[config.mk]
export PLATFORM = sky130hd
export DESIGN_NAME = sba_controller
export DESIGN_NICKNAME = d
export VERILOG_FILES = /design/src/hdl/sba_pkg.sv /design/src/hdl/sba_controller.sv
export VERILOG_INCLUDE_DIRS = /design/src /design/src/hdl
export SDC_FILE = /design/constraint.sdc
export NUM_CORES = 1
export LEC_CHECK = 0
export ABC_AREA = 1
export BUFFER_PORTS_ARGS = -buffer_cell sky130_fd_sc_hd__buf_2
export CELL_PAD_IN_SITES_DETAIL_PLACEMENT = 0
export CELL_PAD_IN_SITES_GLOBAL_PLACEMENT = 2
export CORE_AREA = 2 2 78 80
export CTS_CLUSTER_DIAMETER = 50
export DETAILED_ROUTE_END_ITERATION = 8
export DIE_AREA = 0 0 80 82
export GPL_ROUTABILITY_DRIVEN = 0
export PLACE_DENSITY = 0.8
export SYNTH_ARGS = -nofsm -noshare
export SYNTH_HDL_FRONTEND = slang
export SYNTH_SLANG_ARGS = --single-unit
[constraint.sdc]
create_clock -name clk -period 1.4 [get_ports clk]
set_input_delay 0.28 -clock clk [delete_from_list [all_inputs] [get_ports clk]]
set_output_delay 0.28 -clock clk [all_outputs]
set_load 0.02 [all_outputs]
[src/hdl/small_block_first_fit_allocator_macros.svh]
// assertion macros shared by the allocator modules
`ifndef SMALL_BLOCK_FIRST_FIT_ALLOCATOR_MACROS_SVH
`define SMALL_BLOCK_FIRST_FIT_ALLOCATOR_MACROS_SVH

// property that holds on every clock edge outside reset
`define SBA_ASSERT(label, clk, rst_n, prop, msg) \
    label: assert property (@(posedge clk) disable iff (!rst_n) (prop)) else $error(msg);

// implication whose consequent is checked in the next cycle
`define SBA_ASSERT_NEXT(label, clk, rst_n, ante, cons, msg) \
    label: assert property (@(posedge clk) disable iff (!rst_n) (ante) |=> (cons)) \
        else $error(msg);

`endif

[src/hdl/sba_pkg.sv]
`timescale 1ns / 1ps

package sba_pkg;

    // operation codes
    localparam logic [1:0] OP_ALLOC  = 2'd0;
    localparam logic [1:0] OP_FREE   = 2'd1;
    localparam logic [1:0] OP_QUERY  = 2'd2;
    localparam logic [1:0] OP_UNUSED = 2'd3;

    // status codes
    localparam logic [2:0] ST_OK        = 3'd0;
    localparam logic [2:0] ST_DISABLED  = 3'd1;
    localparam logic [2:0] ST_BAD_SIZE  = 3'd2;
    localparam logic [2:0] ST_NO_SPACE  = 3'd3;
    localparam logic [2:0] ST_NOT_FOUND = 3'd4;

    // configuration register indexes
    localparam logic REG_ENABLE     = 1'b0;
    localparam logic REG_PAGE_LIMIT = 1'b1;

    typedef struct packed {
        logic [1:0]  op;
        logic [10:0] req_size;
        logic [3:0]  page_slot;
        logic [11:0] byte_offset;
    } request_t;

    typedef struct packed {
        logic [2:0]  status;
        logic [3:0]  out_page;
        logic [11:0] out_offset;
        logic [10:0] out_size;
        logic [4:0]  pages_open;
    } result_t;

    typedef enum logic [4:0] {
        S_IDLE,
        S_DECODE,
        S_ORD_RD,
        S_ORD_WAIT,
        S_HDR_RD,
        S_HDR_WAIT,
        S_HDR_EVAL,
        S_OPEN,
        S_SPLIT,
        S_LOC_RD,
        S_LOC_WAIT,
        S_LOC_EVAL,
        S_MARK_FREE,
        S_REL,
        S_REL_WAIT,
        S_REL_MOVE,
        S_MRG_RD,
        S_MRG_WAIT,
        S_MRG_EVAL,
        S_MRG_NRD,
        S_MRG_NWAIT,
        S_MRG_NEVAL,
        S_DONE
    } state_t;

    // controller commands to the datapath
    typedef struct packed {
        logic load_req;       // capture request, clear scratch
        logic ord_rd;         // read order list at index
        logic ord_take;       // take read order entry as page
        logic ord_next;       // advance order index
        logic hdr_rd_cur;     // read header at cursor
        logic hdr_rd_nxt;     // read header at cursor + span
        logic hdr_latch;      // capture header at cursor
        logic nxt_latch;      // capture neighbor header
        logic cur_advance;    // cursor += span
        logic cur_to_first;   // cursor to first block
        logic open_page;      // open lowest free slot
        logic split_wr;       // allocate block, split
        logic free_wr;        // mark block free, live count down
        logic merge_wr;       // grow block by neighbor span
        logic rel_start;      // start order list compaction
        logic rel_step;       // one step of compaction
        logic rel_finish;     // commit release
        logic set_status;     // record status code
        logic [2:0] status;
        logic set_found;      // record ok result
        logic emit;           // present result
    } cmd_t;

    // datapath status to the controller
    typedef struct packed {
        logic [1:0] op;
        logic size_bad;
        logic ord_more;       // index < order length
        logic hdr_bad;        // span zero or past end
        logic hdr_fit;        // free and big enough
        logic cur_end;        // cursor at or past end
        logic at_target;      // cursor equals target
        logic hdr_free;       // cursor block free
        logic nxt_end;        // neighbor position at end
        logic nxt_bad;        // neighbor header damaged
        logic nxt_free;       // neighbor block free
        logic can_open;       // page may open and fits
        logic loc_ok;         // slot open and offset legal
        logic live_last;      // live count will reach zero
        logic rel_more;       // compaction not done
    } stat_t;

endpackage

[src/hdl/sba_controller.sv]
`timescale 1ns / 1ps
`include "small_block_first_fit_allocator_macros.svh"

module sba_controller (
    input  logic             clk,
    input  logic             rst_n,
    input  logic             start,
    input  logic             enable,
    input  sba_pkg::stat_t   stat,
    output sba_pkg::cmd_t    cmd,
    output logic             busy
);

    sba_pkg::state_t state_reg, state_next;
    logic opened_reg, opened_next;

    // state register
    always_ff @(posedge clk or negedge rst_n)
    begin
        if (!rst_n)
        begin
            state_reg  <= sba_pkg::S_IDLE;
            opened_reg <= 1'b0;
        end
        else
        begin
            state_reg  <= state_next;
            opened_reg <= opened_next;
        end
    end

    // next state and commands
    always_comb
    begin
        state_next  = state_reg;
        opened_next = opened_reg;
        cmd         = '0;
        unique case (state_reg)
            sba_pkg::S_IDLE:
            begin
                if (start)
                begin
                    cmd.load_req = 1'b1;
                    opened_next  = 1'b0;
                    state_next   = sba_pkg::S_DECODE;
                end
            end
            sba_pkg::S_DECODE:
            begin
                if (stat.op == sba_pkg::OP_UNUSED)
                    state_next = sba_pkg::S_IDLE;
                else if (!enable)
                begin
                    cmd.set_status = 1'b1;
                    cmd.status     = sba_pkg::ST_DISABLED;
                    state_next     = sba_pkg::S_DONE;
                end
                else if (stat.op == sba_pkg::OP_ALLOC)
                begin
                    if (stat.size_bad)
                    begin
                        cmd.set_status = 1'b1;
                        cmd.status     = sba_pkg::ST_BAD_SIZE;
                        state_next     = sba_pkg::S_DONE;
                    end
                    else
                        state_next = sba_pkg::S_ORD_RD;
                end
                else if (stat.loc_ok)
                begin
                    cmd.cur_to_first = 1'b1;
                    state_next       = sba_pkg::S_LOC_RD;
                end
                else
                begin
                    cmd.set_status = 1'b1;
                    cmd.status     = sba_pkg::ST_NOT_FOUND;
                    state_next     = sba_pkg::S_DONE;
                end
            end
            // next page of the order list
            sba_pkg::S_ORD_RD:
            begin
                if (stat.ord_more)
                begin
                    cmd.ord_rd = 1'b1;
                    state_next = sba_pkg::S_ORD_WAIT;
                end
                else
                    state_next = sba_pkg::S_OPEN;
            end
            sba_pkg::S_ORD_WAIT:
            begin
                cmd.ord_take     = 1'b1;
                cmd.ord_next     = 1'b1;
                cmd.cur_to_first = 1'b1;
                state_next       = sba_pkg::S_HDR_RD;
            end
            // first-fit walk
            sba_pkg::S_HDR_RD:
            begin
                if (stat.cur_end)
                    state_next = opened_reg ? sba_pkg::S_DONE : sba_pkg::S_ORD_RD;
                else
                begin
                    cmd.hdr_rd_cur = 1'b1;
                    state_next     = sba_pkg::S_HDR_WAIT;
                end
                if (stat.cur_end && opened_reg)
                begin
                    cmd.set_status = 1'b1;
                    cmd.status     = sba_pkg::ST_NO_SPACE;
                end
            end
            sba_pkg::S_HDR_WAIT:
            begin
                cmd.hdr_latch = 1'b1;
                state_next    = sba_pkg::S_HDR_EVAL;
            end
            sba_pkg::S_HDR_EVAL:
            begin
                if (stat.hdr_bad)
                begin
                    if (opened_reg)
                    begin
                        cmd.set_status = 1'b1;
                        cmd.status     = sba_pkg::ST_NO_SPACE;
                        state_next     = sba_pkg::S_DONE;
                    end
                    else
                        state_next = sba_pkg::S_ORD_RD;
                end
                else if (stat.hdr_fit)
                    state_next = sba_pkg::S_SPLIT;
                else
                begin
                    cmd.cur_advance = 1'b1;
                    state_next      = sba_pkg::S_HDR_RD;
                end
            end
            sba_pkg::S_OPEN:
            begin
                if (stat.can_open)
                begin
                    cmd.open_page    = 1'b1;
                    cmd.cur_to_first = 1'b1;
                    opened_next      = 1'b1;
                    state_next       = sba_pkg::S_HDR_RD;
                end
                else
                begin
                    cmd.set_status = 1'b1;
                    cmd.status     = sba_pkg::ST_NO_SPACE;
                    state_next     = sba_pkg::S_DONE;
                end
            end
            // remainder header if split, then the block (span shrinks on a split)
            sba_pkg::S_SPLIT:
            begin
                cmd.split_wr = 1'b1;
                if (stat.hdr_fit && !stat.hdr_free)
                    state_next = sba_pkg::S_DONE;
                else
                    state_next = sba_pkg::S_MARK_FREE;
            end
            sba_pkg::S_MARK_FREE:
            begin
                // second split pass for an allocate, writing the block
                if (stat.op == sba_pkg::OP_ALLOC)
                begin
                    cmd.split_wr  = 1'b1;
                    cmd.set_found = 1'b1;
                    state_next    = sba_pkg::S_DONE;
                end
                else
                begin
                    cmd.free_wr = 1'b1;
                    if (stat.live_last)
                    begin
                        cmd.rel_start = 1'b1;
                        state_next    = sba_pkg::S_REL;
                    end
                    else
                    begin
                        cmd.cur_to_first = 1'b1;
                        state_next       = sba_pkg::S_MRG_RD;
                    end
                end
            end
            // locate the block for free or query
            sba_pkg::S_LOC_RD:
            begin
                if (stat.cur_end)
                begin
                    cmd.set_status = 1'b1;
                    cmd.status     = sba_pkg::ST_NOT_FOUND;
                    state_next     = sba_pkg::S_DONE;
                end
                else
                begin
                    cmd.hdr_rd_cur = 1'b1;
                    state_next     = sba_pkg::S_LOC_WAIT;
                end
            end
            sba_pkg::S_LOC_WAIT:
            begin
                cmd.hdr_latch = 1'b1;
                state_next    = sba_pkg::S_LOC_EVAL;
            end
            sba_pkg::S_LOC_EVAL:
            begin
                if (stat.hdr_bad || (stat.at_target && stat.hdr_free))
                begin
                    cmd.set_status = 1'b1;
                    cmd.status     = sba_pkg::ST_NOT_FOUND;
                    state_next     = sba_pkg::S_DONE;
                end
                else if (stat.at_target)
                begin
                    cmd.set_found = 1'b1;
                    state_next    = (stat.op == sba_pkg::OP_FREE) ? sba_pkg::S_MARK_FREE
                                                                 : sba_pkg::S_DONE;
                end
                else
                begin
                    cmd.cur_advance = 1'b1;
                    state_next      = sba_pkg::S_LOC_RD;
                end
            end
            // drop the page from the order list
            sba_pkg::S_REL:
            begin
                if (stat.rel_more)
                begin
                    cmd.ord_rd = 1'b1;
                    state_next = sba_pkg::S_REL_WAIT;
                end
                else
                begin
                    cmd.rel_finish = 1'b1;
                    state_next     = sba_pkg::S_REL_MOVE;
                end
            end
            sba_pkg::S_REL_WAIT:
            begin
                cmd.rel_step = 1'b1;
                state_next   = sba_pkg::S_REL;
            end
            sba_pkg::S_REL_MOVE:
                state_next = sba_pkg::S_DONE;
            // coalesce free neighbors
            sba_pkg::S_MRG_RD:
            begin
                if (stat.cur_end)
                    state_next = sba_pkg::S_DONE;
                else
                begin
                    cmd.hdr_rd_cur = 1'b1;
                    state_next     = sba_pkg::S_MRG_WAIT;
                end
            end
            sba_pkg::S_MRG_WAIT:
            begin
                cmd.hdr_latch = 1'b1;
                state_next    = sba_pkg::S_MRG_EVAL;
            end
            sba_pkg::S_MRG_EVAL:
            begin
                if (stat.hdr_bad || stat.nxt_end)
                    state_next = sba_pkg::S_DONE;
                else
                    state_next = sba_pkg::S_MRG_NRD;
            end
            sba_pkg::S_MRG_NRD:
            begin
                cmd.hdr_rd_nxt = 1'b1;
                state_next     = sba_pkg::S_MRG_NWAIT;
            end
            sba_pkg::S_MRG_NWAIT:
            begin
                cmd.nxt_latch = 1'b1;
                state_next    = sba_pkg::S_MRG_NEVAL;
            end
            sba_pkg::S_MRG_NEVAL:
            begin
                if (stat.nxt_bad)
                    state_next = sba_pkg::S_DONE;
                else if (stat.hdr_free && stat.nxt_free)
                begin
                    cmd.merge_wr = 1'b1;
                    state_next   = sba_pkg::S_MRG_EVAL;
                end
                else
                begin
                    cmd.cur_advance = 1'b1;
                    state_next      = sba_pkg::S_MRG_RD;
                end
            end
            sba_pkg::S_DONE:
            begin
                cmd.emit   = 1'b1;
                state_next = sba_pkg::S_IDLE;
            end
            default:
                state_next = sba_pkg::S_IDLE;
        endcase
    end

    assign busy = state_reg != sba_pkg::S_IDLE;

    `SBA_ASSERT_NEXT(a_start_taken, clk, rst_n, start && !busy,
        state_reg == sba_pkg::S_DECODE, "request not taken")
    `SBA_ASSERT_NEXT(a_done_idle, clk, rst_n, state_reg == sba_pkg::S_DONE,
        state_reg == sba_pkg::S_IDLE, "result state not left")
    `SBA_ASSERT(a_one_write, clk, rst_n,
        $countones({cmd.split_wr, cmd.free_wr, cmd.merge_wr, cmd.open_page}) <= 1,
        "header write conflict")

endmodule
# [After elaboration in Yosys (flattened, before gate mapping)]
# Index checks and enable logic that the tools add are counted.
[totals] regBits=6 input_bits=20 output_inout_bits=24 word_cells=126
[op_classes] n_eq_ne=26 muxes=84 n_reduce_logical=14
[op_table] operator="one-hot mux 5 bit (22 select lines)" n=1
[op_table] operator="two-way mux 5 bit" n=17
[op_table] operator="two-way mux 4 bit" n=12
[op_table] operator="equality test 5 x 4 -> 1 bit, second input constant" n=8
[op_table] operator="two-way mux 1 bit" n=40
[op_table] operator="equality test 5 bit, second input constant" n=7
[op_table] operator="one-hot mux 4 bit (6 select lines)" n=1
[op_table] operator="equality test 5 x 3 -> 1 bit, second input constant" n=4
[op_table] operator="two-way mux 3 bit" n=4
[op_table] operator="equality test 5 x 2 -> 1 bit, second input constant" n=2
[op_table] operator="one-hot mux 1 bit (2 select lines)" n=4
[op_table] operator="two-way mux 2 bit" n=3
[op_table] operator="OR reduction 3 bit" n=2
[op_table] operator="equality test 5 x 1 -> 1 bit, second input constant" n=1
[op_table] operator="zero test 5 bit" n=1
[op_table] operator="nonzero test 5 bit" n=1
[op_table] operator="logical AND 1 bit" n=4
[op_table] operator="inequality test 2 bit, second input constant" n=2
[op_table] operator="one-hot mux 1 bit (4 select lines)" n=1
[op_table] operator="one-hot mux 1 bit (3 select lines)" n=1
[op_table] operator="AND reduction 3 bit" n=1
[op_table] operator="equality test 2 x 1 -> 1 bit, second input constant" n=1
[op_table] operator="equality test 2 bit, second input constant" n=1
[op_table] operator="zero test 2 bit" n=1
[op_table] operator="other kinds (3)" n=4

# [Logic depth before layout (Yosys ltp)]
# Gate-level depths: netlist of run 1.
[logic_depth] ltp_word=5 mapped_depth=10 ltp_nobuf=9

# [Least setup slack after synthesis of run 1]
# Ideal clock, no wire load.
[synth_timing] path_type="register to output" from="register state_reg[4]" to="output cmd[13] (netlist name)" t_arrival_ps=1513 required_ps=1120 slack_ps=-393 path_stages_with_launch=9 path_buffers=1 cell_sequence="dfrtp_1 > buf_6 > inv_2 > nand3_1 > nor2_1 > inv_1 > nor2_1 > nor3_1 > o21ai_0"
[synth_lines] element="from (decl)" line_no="sba_controller.sv:14" source="sba_pkg::state_t state_reg, state_next;"
[synth_lines] element="from (signal assigned)" line_no="sba_controller.sv:22" source="state_reg <= sba_pkg::S_IDLE;"
[synth_lines] element="from (signal assigned)" line_no="sba_controller.sv:27" source="state_reg <= state_next;"
[synth_lines] element="to (decl)" line_no="sba_controller.sv:10" source="output sba_pkg::cmd_t cmd,"

==> results of run 1 <==
path summary, 6_finish.rpt:
kind / start / end / slack [ps] / cells past startpoint
setup reg to reg: state_reg[1] / state_reg[2] / -220 / 11
min in group asynchronous: rst_n / state_reg[0] / 410 / 2
hold reg to reg: opened_reg / opened_reg / 660 / 2
max in group asynchronous: rst_n / state_reg[4] / 820 / 2
hold / removal: start / state_reg[0] / 300 / 3
setup / recovery: state_reg[0] / cmd[4] / -430 / 9
kinds of logic (layout without fill, tap and decap cells):
kind of cell / count (synthesis) / after routing / share of synthesized area
simple gates: 154 / 154 / 0.629
buf+inv: 35 / 154 / 0.138
compound gates: 18 / 18 / 0.0918
flops: 6 / 6 / 0.141
metrics by stage:
step | utilization | TNS [ps] | cell area (um2)
after floorplan | - | -709 | 1170
after global placement | 0.324 | -5430 | 1860
after detailed placement | 0.324 | -5410 | 1860
after CTS | 0.397 | -8260 | 2280
after global routing | 0.423 | -10930 | 2430
final | 0.423 | -8800 | 2430
cell type report:
cell class	count	area, um2	share of cell area
clock buffers	3	41.3	0.0170
well taps	75	93.8	0.0386
repair buffers	119	958	0.394
inverters	32	130	0.0536
flip-flops and latches	6	155	0.0639
multi-input cells	172	1050	0.433
metal layers:
| metal | vias to the layer above | routed length [um] | global-route usage |
|---|---|---|---|
| met5 | - | 0 | 0 |
| met4 | 0 | 156 | 0.0508 |
| met3 | 13 | 142 | 0.0154 |
| met2 | 41 | 2660 | 0.305 |
| met1 | 809 | 2160 | 0.172 |
| li1 | 912 | - | - |
timing repair:
action	4_1_cts	5_1_grt
hold buffers	1	0
setup buffers	17	7
hold endpoints to repair	6	0
gates resized for setup	84	29
setup endpoints to repair	30	29
pin swaps	12	11
cells in the final DEF, fill, tap and decap left out:
cell / n
buf_4: 68
nand2_1: 42
nor2_1: 32
buf_6: 30
inv_1: 20
buf_2: 20
nor2_2: 15
nand3_1: 14
nor2_4: 13
nand2_2: 11
inv_2: 8
nand3_2: 8
o21ai_0: 7
nand4_1: 5
inv_4: 4
nand3b_1: 4
dfrtp_2: 4
nor3_4: 3
o21ai_1: 3
clkbuf_8: 3
nand2_4: 2
or2_2: 2
o21ai_4: 2
a21oi_1: 2
dfrtp_1: 2
nand3_4: 1
o21ai_2: 1
a32o_2: 1
a21oi_2: 1
o211ai_1: 1
nor3_2: 1
nor4_2: 1
dlygate4sd3_1: 1
where the power goes:
group	leakage [nW]	switching [W]	internal, W
Combinational	1.19	0.00168	0.00156
Sequential	0.0714	0.000167	0.000269
Clock	0.0216	0.0000785	0.000185
Total	1.28	0.00192	0.00201
worst register-to-register path: stages, from the launching register on:
cell and delay (ps):
dfrtp_2 470, nand2_1 140, nor2_2 50, buf_4 130, nand2_1 60, inv_2 50, buf_4 130, buf_4 120
nor2_1 130, nand3_2 80, nor2_1 90, nand2_1 60
==> metrics, run 1 <==
share of layout cells above drive strength 1=0.599; H-tree Lvls=1; Worst Path Buf+Inv=3; first-pass GRT wire length=7960 um; Synth top cells by count=55 x nand2_1, 55 x nor2_1, 31 x inv_1, 23 x nand3_1, 13 x o21ai_0; Pleak=1.28 nW; Min Hold Slack=303 ps; overall die width=80 um; DP HPWL=4080 um; Worst setup SP type=flip-flop; mapped cell area=1060 um2; gr ovfl total=0; Max stage delay on crit path=460 ps; Synth top area share=0.194; CTS Buffer Depth=2; worst skew pair latency=230 ps; syn nets=233; Max Clk Rate=548 MHz; Area Overhead vs Synth=128%; routed via count=1,775; CTS Buf Count=3; power density cells=1620 nW/um2; DR iter-0 viols=75; post-route insts no fill=407; Slew @ Worst Pin=270 ps; clock sinks=6; PortBufs=43; fin crit share=1.30; crit path cell chain=inv_4 > nor2_4 > nand2_2 > nor2_4 > nand2_2 > o21ai_1 > inv_1 > o21ai_2 > buf_6; Syn Inst Count=213; final hold violation count=0; drt via density=4.36; Cell Rows=28; number of synthesized register bits=6; post-synth cell types=19; Root Buffer=clkbuf_8; critical path endpoint category=output port; endpoints failing setup=29; CTS clk-pin slew, worst paths=40 ps; Worst Path Arrival=1550 ps; Core Area=5750 um2; ys flop type=dfrtp_1; syn avg cell area=4.99 um2; Placed Instances=382; initial core utilization=0.185; worst slack at placement=-309 ps; skew final=4.64 ps; ys async rst share=1.00; failing checks=negative setup slack; vias in the first global route=1,822; DRC Markers=0; Pins Over Slew Limit=0; Largest delay share family, worst path=flip-flops; Post-synth EDFFs=0; antenna violations before repair=0; TritonCTS clock tree=done; total wire length=5120 um; Pre-Repair DR Iteration Count=4; Hold Path Class=input pin to flip-flop; NumNets Final=354; die height=82 um; Routed WL per cell=12.6 um; PnR Total Power=0.00393 W; critical path class=flip-flop to output port; pin count of the biggest net entering global routing=9; die area=6560 um2; fill count=621; Worst EP required=1120 ps; gr usage total=0.155; area leader, netlist=nand2_1; max_cap viols=0; status=finished, violations left; Max transition margin=0.819; I/O Pins=44; post-route minimum period=1830 ps; Synth area leaders=nand2_1 19%, nor2_1 19%, dfrtp_1 14%; final antenna-violating net count=0; Max FO, Critical Path=6; Yosys warning count=0; maximum VDD drop=595 uV; CP max-delay cell=dfrtp_2; n_diodes=0; max reg flops=5; sequential cell area fraction in the yosys report=0.141; Worst Setup Slack, final=-425 ps; unrepaired setup endpoints after global routing=yes
No activity file was read; power rests on OpenSTA's default activity.
==> run 2, diff against run 1 <==
--- a/config.mk
+++ b/config.mk
@@ -8,14 +8,12 @@
 export LEC_CHECK = 0
 export ABC_AREA = 1
 export BUFFER_PORTS_ARGS = -buffer_cell sky130_fd_sc_hd__buf_2
-export CELL_PAD_IN_SITES_DETAIL_PLACEMENT = 0
-export CELL_PAD_IN_SITES_GLOBAL_PLACEMENT = 2
-export CORE_AREA = 2 2 78 80
+export CORE_AREA = 2 2 53 55
 export CTS_CLUSTER_DIAMETER = 50
 export DETAILED_ROUTE_END_ITERATION = 8
-export DIE_AREA = 0 0 80 82
+export DIE_AREA = 0 0 55 57
 export GPL_ROUTABILITY_DRIVEN = 0
-export PLACE_DENSITY = 0.8
+export PLACE_DENSITY = 0.81
 export SYNTH_ARGS = -nofsm -noshare
 export SYNTH_HDL_FRONTEND = slang
 export SYNTH_SLANG_ARGS = --single-unit
==> metrics, run 2 <==
Syn Inst Count=213 (unchanged); CTS Buffer Depth=2 (unchanged); gr usage total=0.797; initial core utilization=0.407 (was 0.185); mapped cell area=1060 um2 (unchanged); DP HPWL=3640 um (was 4080 um); dpl cell area=1780 um2 (was 1860 um2); Failed at=global routing (5_1_grt); CTS Buf Count=3 (unchanged); H-tree Lvls=1 (unchanged); Synth top area share=0.194 (unchanged); PortBufs=43 (unchanged); overall die width=55 um (was 80 um); die height=57 um (was 82 um); Yosys warning count=0 (unchanged); Root Buffer=clkbuf_4 (was clkbuf_8); ys async rst share=1.00 (unchanged); Post-synth EDFFs=0 (unchanged); pin count of the biggest net entering global routing=7; post-synth cell types=19 (unchanged); I/O Pins=44 (unchanged); error message=[ERROR GRT-0232] Routing congestion too high. Check the congestion heatmap in the GUI.; area leader, netlist=nand2_1 (unchanged); GR repair worst EP=cmd[5]; Worst EP Category=top-level output; syn avg cell area=4.99 um2 (unchanged); Placed Instances=334 (was 382); clock sinks=6 (unchanged); Synth top cells by count=55 x nand2_1, 55 x nor2_1, 31 x inv_1, 23 x nand3_1, 13 x o21ai_0 (unchanged); Cell Rows=19 (was 28); number of synthesized register bits=6 (unchanged); sequential cell area fraction in the yosys report=0.141 (unchanged); syn nets=233 (unchanged); Synth area leaders=nand2_1 19%, nor2_1 19%, dfrtp_1 14% (unchanged); status=did not finish (was finished, violations left); gr ovfl total=98; ys flop type=dfrtp_1 (unchanged)
run 2: through the flow:
| step | hold slack [ps] | setup slack, ps | util | TNS (ps) |
|---|---|---|---|---|
| floorplan | -15.6 | -71.3 | - | -709 |
| global placement | 110 | -263 | 0.679 | -3890 |
| detailed placement | 110 | -278 | 0.679 | -4390 |
| CTS | 298 | -468 | 0.875 | -9810 |
run 2: cells by family after synthesis:
group	count (synthesis)	synth area share
simple gates	154	0.629
compound gates	18	0.0918
buf+inv	35	0.138
flops	6	0.141
run 2: per-layer routing:
metal | overflow | GRT usage
met4 | 41 | 0.937
met3 | 1 | 0.484
met1 | 0 | 0.780
met5 | 0 | 0
met2 | 56 | 1.02
run 2: timing repair:
| item | CTS |
|---|---|
| pin swaps | 19 |
| endpoints found under the setup margin | 30 |
| resized for setup | 95 |
| hold buffers | 1 |
| endpoints found under the hold margin | 6 |
| cloned | 1 |
| buffers inserted | 21 |
==> run 3, diff against run 2 <==
--- a/config.mk
+++ b/config.mk
@@ -8,12 +8,11 @@
 export LEC_CHECK = 0
 export ABC_AREA = 1
 export BUFFER_PORTS_ARGS = -buffer_cell sky130_fd_sc_hd__buf_2
-export CORE_AREA = 2 2 53 55
-export CTS_CLUSTER_DIAMETER = 50
+export CORE_AREA = 2 2 63 65
 export DETAILED_ROUTE_END_ITERATION = 8
-export DIE_AREA = 0 0 55 57
+export DIE_AREA = 0 0 65 67
 export GPL_ROUTABILITY_DRIVEN = 0
-export PLACE_DENSITY = 0.81
+export PLACE_DENSITY_LB_ADDON = 0.15
 export SYNTH_ARGS = -nofsm -noshare
 export SYNTH_HDL_FRONTEND = slang
 export SYNTH_SLANG_ARGS = --single-unit
==> constraint.sdc (replaced) <==
create_clock -name clk -period 1.8 [get_ports clk]
set_input_delay 0.36 -clock clk [delete_from_list [all_inputs] [get_ports clk]]
set_output_delay 0.36 -clock clk [all_outputs]
set_load 0.02 [all_outputs]
==> metrics, run 3 (same netlist as run 1, synthesis figures left out) <==
status=finished, violations left (was did not finish); failing checks=negative setup slack; drt via density=5.03; Max FO, Critical Path=6; die height=67 um (was 57 um); worst r2r src=state_reg[1]; final core utilization=0.583; DR iter-0 viols=119; NumNets Final=331; worst skew pair latency=230 ps; Worst Path Arrival=1580 ps; DRC Markers=0; maximum VDD drop=535 uV; Pleak=1.14 nW; commonest non-fill, non-tap cell in the layout=buf_4; most frequent cells in the layout=46 x buf_4, 42 x nand2_1, 39 x nor2_1, 29 x buf_2, 21 x inv_1; worst reg-to-reg setup slack=-60 ps; Net Sw Frac=0.532; Worst setup endpoint=cmd[2]; CTS Buffer Depth=2 (unchanged); fin crit share=1.08; Area Overhead vs Synth=97.6%; register share of total power=0.112; PortBufs=43 (unchanged); Worst Setup Slack, final=-136 ps; Final Cell Area=2100 um2; Pre-Repair DR Iteration Count=5; share of layout cells above drive strength 1=0.518; Internal Power=0.00135 W; dpl cell area=1510 um2 (was 1780 um2); Max transition margin=0.852; Hold Path Class=input pin to flip-flop; Gate power share=0.813; die area=4360 um2; Cell Rows=22 (was 19); pin count of the biggest net entering global routing=9; critical path class=flip-flop to output port; Pins Over Slew Limit=0; overall die width=65 um (was 55 um); power density cells=1370 nW/um2; n_diodes=0; worst r2r dst=state_reg[2]; endpoints failing setup=16; final hold violation count=0; skew final=1.32 ps; DP HPWL=3470 um (was 3640 um); R2R cell count=12; Worst setup SP type=flip-flop; Critical path origin=state_reg[1]; Slew @ Worst Pin=221 ps; gr ovfl total=0; post-route insts no fill=357; Max Clk Rate=517 MHz; vias in the first global route=1,605; gr usage total=0.219; Psw=0.00153 W; first-pass GRT wire length=7300 um; Root Buffer=clkbuf_8 (was clkbuf_4); fill count=345; TritonCTS clock tree=done; antenna violations before repair=0; Clock power frac=0.075; Worst EP required=1440 ps; H-tree Lvls=1 (unchanged); max reg flops=5; Min Hold Slack=427 ps; total wire length=5200 um; CTS Buf Count=3 (unchanged); Routed WL per cell=14.6 um; critical path endpoint category=output port; Placed Instances=327 (was 334); unrepaired setup endpoints after global routing=yes; post-route minimum period=1940 ps; routed via count=1,794; initial core utilization=0.295 (was 0.407); clock sinks=6 (unchanged); Core Area=3610 um2; final antenna-violating net count=0; I/O Pins=44 (unchanged); CTS clk-pin slew, worst paths=40 ps; max_cap viols=0
==> run 3: power by group through the flow <==
| stage | Combinational, W | Sequential (W) | Clock [W] |
|---|---|---|---|
| after floorplan | 0.000913 | 0.000265 | 0 |
| after global placement | 0.00141 | 0.000286 | 0 |
| after detailed placement | 0.00137 | 0.000289 | 0 |
| after CTS | 0.00171 | 0.000314 | 0.000208 |
| after global routing | 0.00251 | 0.000334 | 0.000224 |
| final | 0.00234 | 0.000323 | 0.000215 |
==> run 3: metal layers <==
layer	track usage	routed length [um]	part of all wire	up-vias
li1	-	-	-	868
met5	0	0	0	-
met2	0.383	2620	0.50	107
met4	0.109	297	0.057	0
met1	0.262	1860	0.36	782
met3	0.0304	418	0.080	37
==> run 3: final cells by class <==
cell class	instances	area [um2]	share of cell area
timing repair buffer	96	729	0.347
clock buffer	3	41.3	0.0196
multi-input combinational	172	990	0.471
tap	48	60.1	0.0286
sequential	6	154	0.0732
inverter	32	128	0.0607
==> run 3: worst min-delay path by stage <==
stage                     cells after the start  slack, ps           end  startpoint
final                                         3        430  state_reg[0]       start
after global routing                          3        470    opened_reg     stat[3]
after CTS                                     3        390  state_reg[0]       start
after detailed placement                      1        190  state_reg[1]       rst_n
after global placement                        1        190  state_reg[0]       rst_n
after floorplan                               0         60    opened_reg       rst_n
==> run 3: worst max-delay path, cell delays in order (launching register included) <==
cell and delay [ps]:
dfrtp_2 470, buf_6 130, nand2_2 70, nor2_4 110, nand4_1 150, nand3_2 140, inv_2 40, o21ai_0 60
buf_2 180
==> run 3: timing repair <==
item,4_1_cts,5_1_grt
resized for setup,54,59
hold endpoints to repair,6,0
buffers inserted,11,15
pin swaps,16,20
setup endpoints to repair,20,22
hold buffers,1,0
==> run 3: metrics by stage <==
stage,power [W],TNS [ps],setup WS (ps)
floorplan,0.00118,0,18.8
global placement,0.00169,-291,-114
detailed placement,0.00166,-208,-86.7
CTS,0.00223,-585,-70.3
global route,0.00306,-2760,-229
finish,0.00288,-1180,-136
==> run 4, diff against run 3 <==
--- a/config.mk
+++ b/config.mk
@@ -9,10 +9,12 @@
 export ABC_AREA = 1
 export BUFFER_PORTS_ARGS = -buffer_cell sky130_fd_sc_hd__buf_2
 export CORE_AREA = 2 2 63 65
+export CTS_BUF_LIST = sky130_fd_sc_hd__clkbuf_8
+export CTS_CLUSTER_DIAMETER = 150
 export DETAILED_ROUTE_END_ITERATION = 8
 export DIE_AREA = 0 0 65 67
 export GPL_ROUTABILITY_DRIVEN = 0
-export PLACE_DENSITY_LB_ADDON = 0.15
+export PLACE_DENSITY = 0.5
 export SYNTH_ARGS = -nofsm -noshare
 export SYNTH_HDL_FRONTEND = slang
 export SYNTH_SLANG_ARGS = --single-unit
==> metrics, run 4 (same netlist as run 1, synthesis figures left out) <==
R2R cell count=11 (was 12); clock sinks=6 (unchanged); most frequent cells in the layout=48 x buf_4, 44 x nand2_1, 38 x nor2_1, 24 x buf_2, 21 x inv_1 (was 46 x buf_4, 42 x nand2_1, 39 x nor2_1, 29 x buf_2, 21 x inv_1); initial core utilization=0.295 (unchanged); die height=67 um (unchanged); Area Overhead vs Synth=96.1% (was 97.6%); Max transition margin=0.814 (was 0.852); fill count=353 (was 345); Max stage delay on crit path=480 ps (was 470 ps); Worst Setup Slack, final=-101 ps (was -136 ps); skew final=3.01 ps (was 1.32 ps); drt via density=4.87 (was 5.03); power density cells=1270 nW/um2 (was 1370 nW/um2); Max FO, Critical Path=6 (unchanged); Core Area=3610 um2 (unchanged); DP HPWL=3490 um (was 3470 um); fin crit share=1.06 (was 1.08); die area=4360 um2 (unchanged); Min Hold Slack=426 ps (was 427 ps); WL met3=337 um (was 418 um); commonest non-fill, non-tap cell in the layout=buf_4 (unchanged); critical path class=flip-flop to output port (unchanged); metal2 WL=2380 um (was 2620 um); Slew @ Worst Pin=276 ps (was 221 ps); gr usage total=0.214 (was 0.219); Routed WL per cell=13.3 um (was 14.6 um); CP max-delay cell=dfrtp_2 (unchanged); NumNets Final=327 (was 331); Pleak=1.12 nW (was 1.14 nW); overall die width=65 um (unchanged); DR iter-0 viols=112 (was 119); Max Clk Rate=526 MHz (was 517 MHz); antenna violations before repair=0 (unchanged); routed via count=1,720 (was 1,794); PortBufs=43 (unchanged); Worst Path Buf+Inv=3 (unchanged); TritonCTS clock tree=done (unchanged); worst r2r dst=opened_reg (was state_reg[2]); final hold violation count=0 (unchanged); Crit. path cell count=8 (unchanged); CTS Buf Count=3 (unchanged); n_diodes=0 (unchanged); Hold Path Class=input pin to flip-flop (unchanged); I/O Pins=44 (unchanged); Worst Path Arrival=1540 ps (was 1580 ps); Largest delay share family, worst path=simple AND/OR/NAND/NOR gates (was flip-flops); Cell Rows=22 (unchanged); highest routed metal layer=met4 (unchanged); endpoints failing setup=13 (was 16); failing checks=negative setup slack (unchanged); maximum VDD drop=568 uV (was 535 uV); Worst EP required=1440 ps (about the same); post-route minimum period=1900 ps (was 1940 ps); wl on met1=1840 um (was 1860 um); CTS Buffer Depth=2 (unchanged); final antenna-violating net count=0 (unchanged); FF+latch area=156 um2 (was 154 um2); max_cap viols=0 (unchanged); Pins Over Slew Limit=0 (unchanged); vias in the first global route=1,551 (was 1,605); worst reg-to-reg setup slack=70 ps (was -60 ps); total wire length=4690 um (was 5200 um); Worst setup SP type=flip-flop (unchanged); unrepaired setup endpoints after global routing=yes (unchanged); pin count of the biggest net entering global routing=11 (was 9); worst r2r src=state_reg[3] (was state_reg[1]); share of layout cells above drive strength 1=0.518 (about the same); Worst setup endpoint=cmd[2] (unchanged); CTS clk-pin slew, worst paths=40 ps (about the same); critical path endpoint category=output port (unchanged); status=finished, violations left (unchanged); Pre-Repair DR Iteration Count=4 (was 5); Critical path origin=state_reg[3] (was state_reg[1]); worst skew pair latency=220 ps (was 230 ps); max reg flops=5 (unchanged); first-pass GRT wire length=7180 um (was 7300 um); gr ovfl total=0 (unchanged); multi-input logic area=996 um2 (was 990 um2); crit path cell chain=nor2_4 > inv_4 > nor2_4 > nand3_2 > nand3_2 > inv_2 > o21ai_1 > buf_4 (was buf_6 > nand2_2 > nor2_4 > nand4_1 > nand3_2 > inv_2 > o21ai_0 > buf_2); Root Buffer=clkbuf_8 (unchanged); DRC Markers=0 (unchanged); final core utilization=0.578 (was 0.583); H-tree Lvls=1 (unchanged)
-- run 4: area by class of cell --
cell class,count,share of cell area
Sequential cell,6,0.0750
Timing Repair Buffer,92,0.338
Clock buffer,3,0.0198
Tap cell,48,0.0288
Multi-Input combinational cell,172,0.478
Inverter,32,0.0612
-- run 4: stage by stage --
step	setup TNS, ps	area (um2)	instances	worst slack, ps	power (W)
floorplan	0	1070	213	18.8	0.00118
global placement	-75.1	1500	325	-46.6	0.00175
detailed placement	-21.1	1500	325	-16.9	0.00172
CTS	-727	1840	347	-96.1	0.00226
global route	-1950	2090	353	-193	0.00283
finish	-745	2090	353	-101	0.00265
-- run 4: worst min path at each step --
stage	startpoint	end	slack [ps]	cells past startpoint
after floorplan	rst_n	opened_reg	60	0
after global placement	rst_n	state_reg[0]	200	1
after detailed placement	rst_n	state_reg[0]	200	1
after CTS	start	state_reg[0]	430	3
after global routing	start	state_reg[0]	450	3
final	start	state_reg[0]	430	3
-- run 4: layer usage --
| layer | vias up | global-route usage |
|---|---|---|
| li1 | 860 | - |
| met1 | 772 | 0.274 |
| met2 | 74 | 0.378 |
| met3 | 14 | 0.0186 |
| met4 | 0 | 0.0691 |
| met5 | - | 0 |
-- run 4: what timing repair did --
| action | CTS | global route |
|---|---|---|
| setup endpoints to repair | 21 | 26 |
| hold buffers | 1 | 0 |
| pin swaps | 8 | 18 |
| buffers inserted | 18 | 8 |
| endpoints found under the hold margin | 6 | 0 |
| resized for setup | 54 | 68 |
-- run 4: power breakdown --
group	leakage [nW]	switching, W	internal, W
combinational	1.03	0.00121	0.000906
sequential	0.0702	0.000127	0.000211
clock	0.0216	0.0000582	0.000144
-- run 4: tightest hold or removal path, delay by kind of cell --
family                 cells  cell delay [ps]
buffers and inverters      1               90
and+or+nand+nor            2              150
